### src/sv/kwc_pkg.sv
// Shared types, constants and state encoding for the Kruskal wall carver.
`timescale 1ns / 1ps
`default_nettype none
package kwc_pkg;

  localparam int unsigned MAX_CELLS = 1024;
  localparam int unsigned ADDR_W    = $clog2(MAX_CELLS);
  localparam int unsigned CNT_W     = ADDR_W + 1;

  typedef logic [ADDR_W-1:0] addr_t;
  typedef logic [CNT_W-1:0]  cnt_t;
  typedef logic [3:0]        mask_t;

  localparam cnt_t  VCOUNT_RESET    = cnt_t'(MAX_CELLS);
  localparam cnt_t  VCOUNT_MAX      = cnt_t'(MAX_CELLS);
  localparam addr_t LAST_CELL       = addr_t'(MAX_CELLS - 1);

  localparam mask_t MASK_HORIZONTAL = 4'hB;
  localparam mask_t MASK_VERTICAL   = 4'hD;
  localparam mask_t MASK_NONE       = 4'hF;

  localparam logic MODE_CLEAR   = 1'b0;
  localparam logic MODE_JOIN    = 1'b1;
  localparam logic STATUS_OK    = 1'b0;
  localparam logic STATUS_RANGE = 1'b1;

  typedef enum logic [2:0] {
    ST_CLEAR,
    ST_IDLE,
    ST_FIND_ISSUE,
    ST_FIND_WALK,
    ST_COMP_WALK,
    ST_NEXT,
    ST_LINK,
    ST_FINISH
  } state_t;

  typedef struct packed {
    logic  we;
    addr_t waddr;
    addr_t wdata;
    logic  re;
    addr_t raddr;
  } mem_req_t;

  typedef struct packed {
    logic  merged;
    addr_t carve_cell;
    mask_t keep_mask;
    logic  status;
  } result_t;

endpackage
`default_nettype wire

### src/sv/kwc_ctrl.sv
// Sequencer: clear sweep, root walks with path compression, and root linking.
`timescale 1ns / 1ps
`default_nettype none
module kwc_ctrl import kwc_pkg::*; (
  input  wire      clk,
  input  wire      rst_n,
  input  wire      in_valid,
  output logic     in_ready,
  input  wire      mode,
  input  addr_t    vertex_a,
  input  addr_t    vertex_b,
  input  wire      horizontal,
  input  wire      link_first_under_second,
  input  cnt_t     limit,
  input  addr_t    rd_data,
  output mem_req_t mem_req,
  output logic     res_valid,
  input  wire      res_ready,
  output result_t  result
);

  state_t state_r, state_nxt;
  addr_t  clr_idx_r;
  logic   emit_r;
  addr_t  a_r, b_r, cur_r, root_r, ra_r;
  logic   horiz_r, link_r, sel_r, merged_r, status_r;
  addr_t  start;
  logic   out_of_range;
  logic   accept;

  assign start        = sel_r ? b_r : a_r;
  assign out_of_range = ({1'b0, vertex_a} >= limit) || ({1'b0, vertex_b} >= limit);
  assign accept       = in_valid && (state_r == ST_IDLE);

  always_comb begin
    state_nxt = state_r;
    case (state_r)
      ST_CLEAR: begin
        if (clr_idx_r == LAST_CELL) begin
          state_nxt = emit_r ? ST_FINISH : ST_IDLE;
        end
      end
      ST_IDLE: begin
        if (in_valid) begin
          if (mode == MODE_CLEAR) begin
            state_nxt = ST_CLEAR;
          end else if (out_of_range) begin
            state_nxt = ST_FINISH;
          end else begin
            state_nxt = ST_FIND_ISSUE;
          end
        end
      end
      ST_FIND_ISSUE: state_nxt = ST_FIND_WALK;
      ST_FIND_WALK: begin
        if (rd_data == cur_r) begin
          state_nxt = (start == cur_r) ? ST_NEXT : ST_COMP_WALK;
        end
      end
      ST_COMP_WALK: begin
        if (rd_data == root_r) begin
          state_nxt = ST_NEXT;
        end
      end
      ST_NEXT:   state_nxt = sel_r ? ST_LINK : ST_FIND_ISSUE;
      ST_LINK:   state_nxt = ST_FINISH;
      ST_FINISH: begin
        if (res_ready) begin
          state_nxt = ST_IDLE;
        end
      end
      default:   state_nxt = ST_CLEAR;
    endcase
  end

  always_comb begin
    mem_req   = '0;
    in_ready  = 1'b0;
    res_valid = 1'b0;
    case (state_r)
      ST_CLEAR: begin
        mem_req.we    = 1'b1;
        mem_req.waddr = clr_idx_r;
        mem_req.wdata = clr_idx_r;
      end
      ST_IDLE: in_ready = 1'b1;
      ST_FIND_ISSUE: begin
        mem_req.re    = 1'b1;
        mem_req.raddr = cur_r;
      end
      ST_FIND_WALK: begin
        if (rd_data != cur_r) begin
          mem_req.re    = 1'b1;
          mem_req.raddr = rd_data;
        end else if (start != cur_r) begin
          mem_req.re    = 1'b1;
          mem_req.raddr = start;
        end
      end
      ST_COMP_WALK: begin
        mem_req.we    = 1'b1;
        mem_req.waddr = cur_r;
        mem_req.wdata = root_r;
        if (rd_data != root_r) begin
          mem_req.re    = 1'b1;
          mem_req.raddr = rd_data;
        end
      end
      ST_LINK: begin
        if (ra_r != root_r) begin
          mem_req.we    = 1'b1;
          mem_req.waddr = link_r ? ra_r : root_r;
          mem_req.wdata = link_r ? root_r : ra_r;
        end
      end
      ST_FINISH: res_valid = 1'b1;
      default: ;
    endcase
  end

  always_ff @(posedge clk) begin
    if (!rst_n) begin
      state_r   <= ST_CLEAR;
      clr_idx_r <= '0;
      emit_r    <= 1'b0;
    end else begin
      state_r <= state_nxt;
      if (accept) begin
        clr_idx_r <= '0;
        emit_r    <= 1'b1;
      end else if (state_r == ST_CLEAR) begin
        clr_idx_r <= clr_idx_r + addr_t'(1);
      end
    end
  end

  always_ff @(posedge clk) begin
    if (accept) begin
      a_r      <= vertex_a;
      b_r      <= vertex_b;
      horiz_r  <= horizontal;
      link_r   <= link_first_under_second;
      cur_r    <= vertex_a;
      sel_r    <= 1'b0;
      merged_r <= 1'b0;
      status_r <= (mode == MODE_JOIN) && out_of_range ? STATUS_RANGE : STATUS_OK;
    end else begin
      case (state_r)
        ST_FIND_WALK: begin
          if (rd_data == cur_r) begin
            root_r <= cur_r;
            cur_r  <= start;
          end else begin
            cur_r <= rd_data;
          end
        end
        ST_COMP_WALK: cur_r <= rd_data;
        ST_NEXT: begin
          if (!sel_r) begin
            ra_r  <= root_r;
            sel_r <= 1'b1;
            cur_r <= b_r;
          end
        end
        ST_LINK: merged_r <= (ra_r != root_r);
        default: ;
      endcase
    end
  end

  assign result.merged     = merged_r;
  assign result.carve_cell = a_r;
  assign result.keep_mask  = merged_r ? (horiz_r ? MASK_HORIZONTAL : MASK_VERTICAL) : MASK_NONE;
  assign result.status     = status_r;

endmodule
`default_nettype wire
### config.mk
export PLATFORM = sky130hd
export DESIGN_NAME = kwc_ctrl
export DESIGN_NICKNAME = d
export VERILOG_FILES = /design/src/sv/kwc_pkg.sv /design/src/sv/kwc_ctrl.sv
export SDC_FILE = /design/constraint.sdc
export NUM_CORES = 1
export LEC_CHECK = 0
export ABC_CLOCK_PERIOD_IN_PS = 6490
export BUFFER_PORTS_ARGS = -buffer_cell sky130_fd_sc_hd__buf_2
export CAP_MARGIN = 15
export CORE_ASPECT_RATIO = 0.9
export CORE_MARGIN = 2
export CORE_UTILIZATION = 55
export CTS_BUF_LIST = sky130_fd_sc_hd__clkbuf_16
export CTS_CLUSTER_DIAMETER = 50
export DETAILED_ROUTE_END_ITERATION = 6
export GPL_TIMING_DRIVEN = 0
export PLACE_DENSITY = 0.9
export RECOVER_POWER = 25
export SYNTH_ARGS = -nofsm -noshare
export SYNTH_HDL_FRONTEND = slang
export SYNTH_SLANG_ARGS = --single-unit
### constraint.sdc
create_clock -name clk -period 6.49 [get_ports clk]
set_clock_uncertainty 0.05 [all_clocks]
set_input_delay 0 -clock clk [delete_from_list [all_inputs] [get_ports clk]]
set_output_delay 0 -clock clk [all_outputs]
set_load 0.05 [all_outputs]
==> out/metrics.csv <==
stage,metric,value,unit
global_routing,grt_max_degree,33,
sta,slew_headroom,38.9,%
die,start_util,56.1,%
sta,slew_viol_final,0,
run,drv_cap,0,
placed_design,post-place-ws,3.48,ns
power_and_ir_drop,p_leak,0.00239,uW
sta,finalSetupViolCount,0,
yosys,syn_area,4460,um2
power_and_ir_drop,p_clk_share,26.3,%
final_layout,seq_area,1910,um2
route,firstDrtPassIters,5,
final_layout,n_fill_cell,582,
final_layout,final_nets,633,
final_layout,final_layout_size_suffix_gt1_share,22.3,%
worst_setup_path,worstSetupEndpointType,output port,
sta,fin_setup_tns,0,ns
placed_design,gp_congestion,0.921,
worst_setup_path,cp.arrival,3.43,ns
route,highest_layer,met4,
power_and_ir_drop,peakVddDrop,0.204,mV
power_and_ir_drop,internal-power,1240,uW
yosys,synth_cell_type_count,52,
placed_design,place_hpwl,9020,um
route,met2_length,6260,um
worst_setup_path,crit_required,6.44,ns
power_and_ir_drop,seq_power_share,31.0,%
yosys,ys_warn_count,0,
yosys,synth_simple_gate_area_share,13.5,%
placed_design,portBuffers,95,
yosys,synth-seq-area-share,42.9,%
yosys,synth_xor_area_share,9.79,%
clock_tree,cts_buffers,9,
global_routing,grt_overflow_total,0,
yosys,yosys_most_used_dff,edfxtp_1,
power_and_ir_drop,p_sw,893,uW
final_layout,multiInputGateArea,2340,um2
sta,fin_crit_sh,53.6,%
yosys,synthArstFlopShare,0,%
route,antenna_left,0,
route,vias_per_cell,6.13,
worst_setup_path,crit_type,reg -> out,
clock_tree,tritoncts,yes,
worst_hold_path,whs_endpoint,status_r,
route,post-route-drc-count,0,
worst_setup_path,worstReg2RegStart,cur_r[8],
power_and_ir_drop,p_sw_share,41.8,%
clock_tree,cts.root.buffer_cell,clkbuf_16,
final_layout,antenna_cells,0,
route,wirelength,12700,um
sta,layout_setup_ws,3.01,ns
die,dieArea,8850,um2
global_routing,grt_pass1_vias,4031,
final_layout,post-route-util,70.6,%
route,drtIter0Drc,338,
clock_tree,cts_htree_levels,3,
yosys,synth_fa_ha_area_share,5.89,%
yosys,synth_edf_count,53,
yosys,synth_commonest_cells,"edfxtp_1, nor2_1, xor2_1",
final_layout,area_delta_synth_final,25.9,%
clock_tree,cts.sinks,69,
worst_setup_path,reg2reg_depth,7,
clock_tree,post_cts_buffers,0,
die,core,7950,um2
sta,fin_crit,3.48,ns
die,die_h,89.4,um
global_routing,grt_pass1_wl,19400,um
power_and_ir_drop,power_frac_comb,42.7,%
clock_tree,clock_path_buffers,2,
yosys,yosys.area.top_type,edfxtp_1,
global_routing,grt.total_usage,28.5,%
route,wl_met1,4980,um
worst_setup_path,cp-start-kind,flop,
die,rows,31,
power_and_ir_drop,power_density,380,nW/um2
worst_setup_path,r2r_slack,3.94,ns
clock_tree,clkSlewWorstSetupHoldPaths,0.06,ns
yosys,synthMuxAreaShare,5.44,%
yosys,synth_top_family_by_area,compound AO/OA/AOI/OAI gates,
yosys,synth_area_per_cell,10.3,um2
yosys,synth_compound_area_share,17.6,%
die,io_pins,98,
yosys,syn_inst,433,
die,die_w,98.9,um
yosys,yosysMostFrequentCell,edfxtp_1,
worst_hold_path,hold_class,in -> reg,
yosys,yosys.area.top_type_share,35.7,%
route,vias,4094,
worst_hold_path,worstHoldPathCells,2,
route,wl_met3,1110,um
worst_hold_path,min_from,mode,
route,wl_per_cell,19.0,um
yosys,ys_top_cells_by_area,"edfxtp_1, dfxtp_1, ha_1",
yosys,synth-seq-cells,69,
worst_setup_path,r2r-end,cur_r[4],
sta,worst_pin_slew,0.913,ns
sta,rsz0062_at_grt,no,
worst_setup_path,critPathMaxFanout,12,
sta,fmax,0.287,GHz
sta,hold_viol_final,0,
status,run_status,completed,
global_routing,antenna_found_initial,0,
clock_tree,insertion_delay,0.33,ns
==> power by group through the flow <==
stage          Sequential (uW)  Combinational, uW  Clock, uW
2_1_floorplan              669                661          0
3_3_place_gp               661                862          0
3_5_place_dp               666                885          0
4_1_cts                    658                904        562
5_1_grt                    669                970        580
6_report                   662                912        561
==> kinds of logic after synthesis <==
group,after synthesis
other,1
buffers and inverters,46
multiplexers,21
adder cells (fa/ha/maj),21
XOR/XNOR,49
flip-flops,69
AND/OR/NAND/NOR,118
AO/OA/AOI/OAI,108
==> critical path, cell delays in order, from the launching register on <==
cell and delay (ns):
edfxtp_1 0.50, xor2_1 0.21, nor4_2 0.42, nand3_1 0.26, nor3_2 0.71, nand2_1 0.35
o21ai_0 0.32, buf_2 0.32
==> state kept, by name, indices dropped and copies added, names as in the netlist, 3 cells and up <==
name / count
state_r: 3
clr_idx_r: 10
a_r: 10
b_r: 10
ra_r: 10
cur_r: 10
root_r: 10
==> layout make-up <==
type | instances | area share (%)
Clock buffer | 9 | 4.01
Buffer | 22 | 2.18
Multi-Input combinational cell | 319 | 41.7
Tap cell | 99 | 2.21
Sequential cell | 69 | 34.1
Clock inverter | 7 | 2.03
Timing Repair Buffer | 119 | 12.2
Inverter | 24 | 1.60
==> repair_timing <==
item / in CTS / in global routing
hold buffers: 23 / 0
endpoints found under the hold margin: 31 / 0
gates resized for setup: 0 / 0
==> how the worst max path moves through the flow <==
stage                   from          to  slack, ns  cells after the start
finish              cur_r[8]  mem_req[6]       3.01                      7
global route        cur_r[8]  mem_req[3]       2.86                      7
CTS                 cur_r[8]  mem_req[3]       3.09                      7
detailed placement  cur_r[8]  mem_req[3]       3.48                      7
global placement    cur_r[8]  mem_req[3]       3.57                      7
floorplan           cur_r[8]  mem_req[3]       3.44                      6
==> layout by cell type, fill, tap and decap left out, types with 4 or more instances in the layout <==
master	synthesis	routed
o21ai_0	28	28
nand4_1	6	6
a21o_1	11	11
clkbuf_1	8	27
a221o_1	19	19
a22o_1	4	4
mux2i_1	6	6
xor2_1	30	30
dfxtp_1	16	16
a31oi_1	4	4
xnor2_1	18	18
dlygate4sd3_1	0	23
edfxtp_1	53	53
nand2_1	27	27
mux2_2	10	10
nor3_1	5	5
ha_1	21	21
a21oi_1	8	8
nor2_1	33	33
a22oi_1	7	7
a211oi_1	8	8
and2_1	11	11
o21a_1	5	5
nor4_1	7	7
clkbuf_16	0	9
buf_4	4	4
nand3_1	12	12
buf_2	8	85
inv_1	24	24
==> layer usage <==
metal / vias to the layer above / global-route usage, %
li1: 1871 / -
met1: 1935 / 32.8
met2: 258 / 51.1
met3: 30 / 7.74
met4: 0 / 11.3
met5: - / 0
==> per-stage QoR <==
stage,instance area (um2),hold WS (ns),total power [uW],std cells
finish,5610,0.0870,2140,668
global route,5610,0.0881,2220,668
CTS,5640,0.0769,2120,668
detailed placement,5070,0.129,1550,629
global placement,5060,0.129,1520,628
floorplan,4460,0.0489,1330,434
Power figures use the tool's default switching activity.
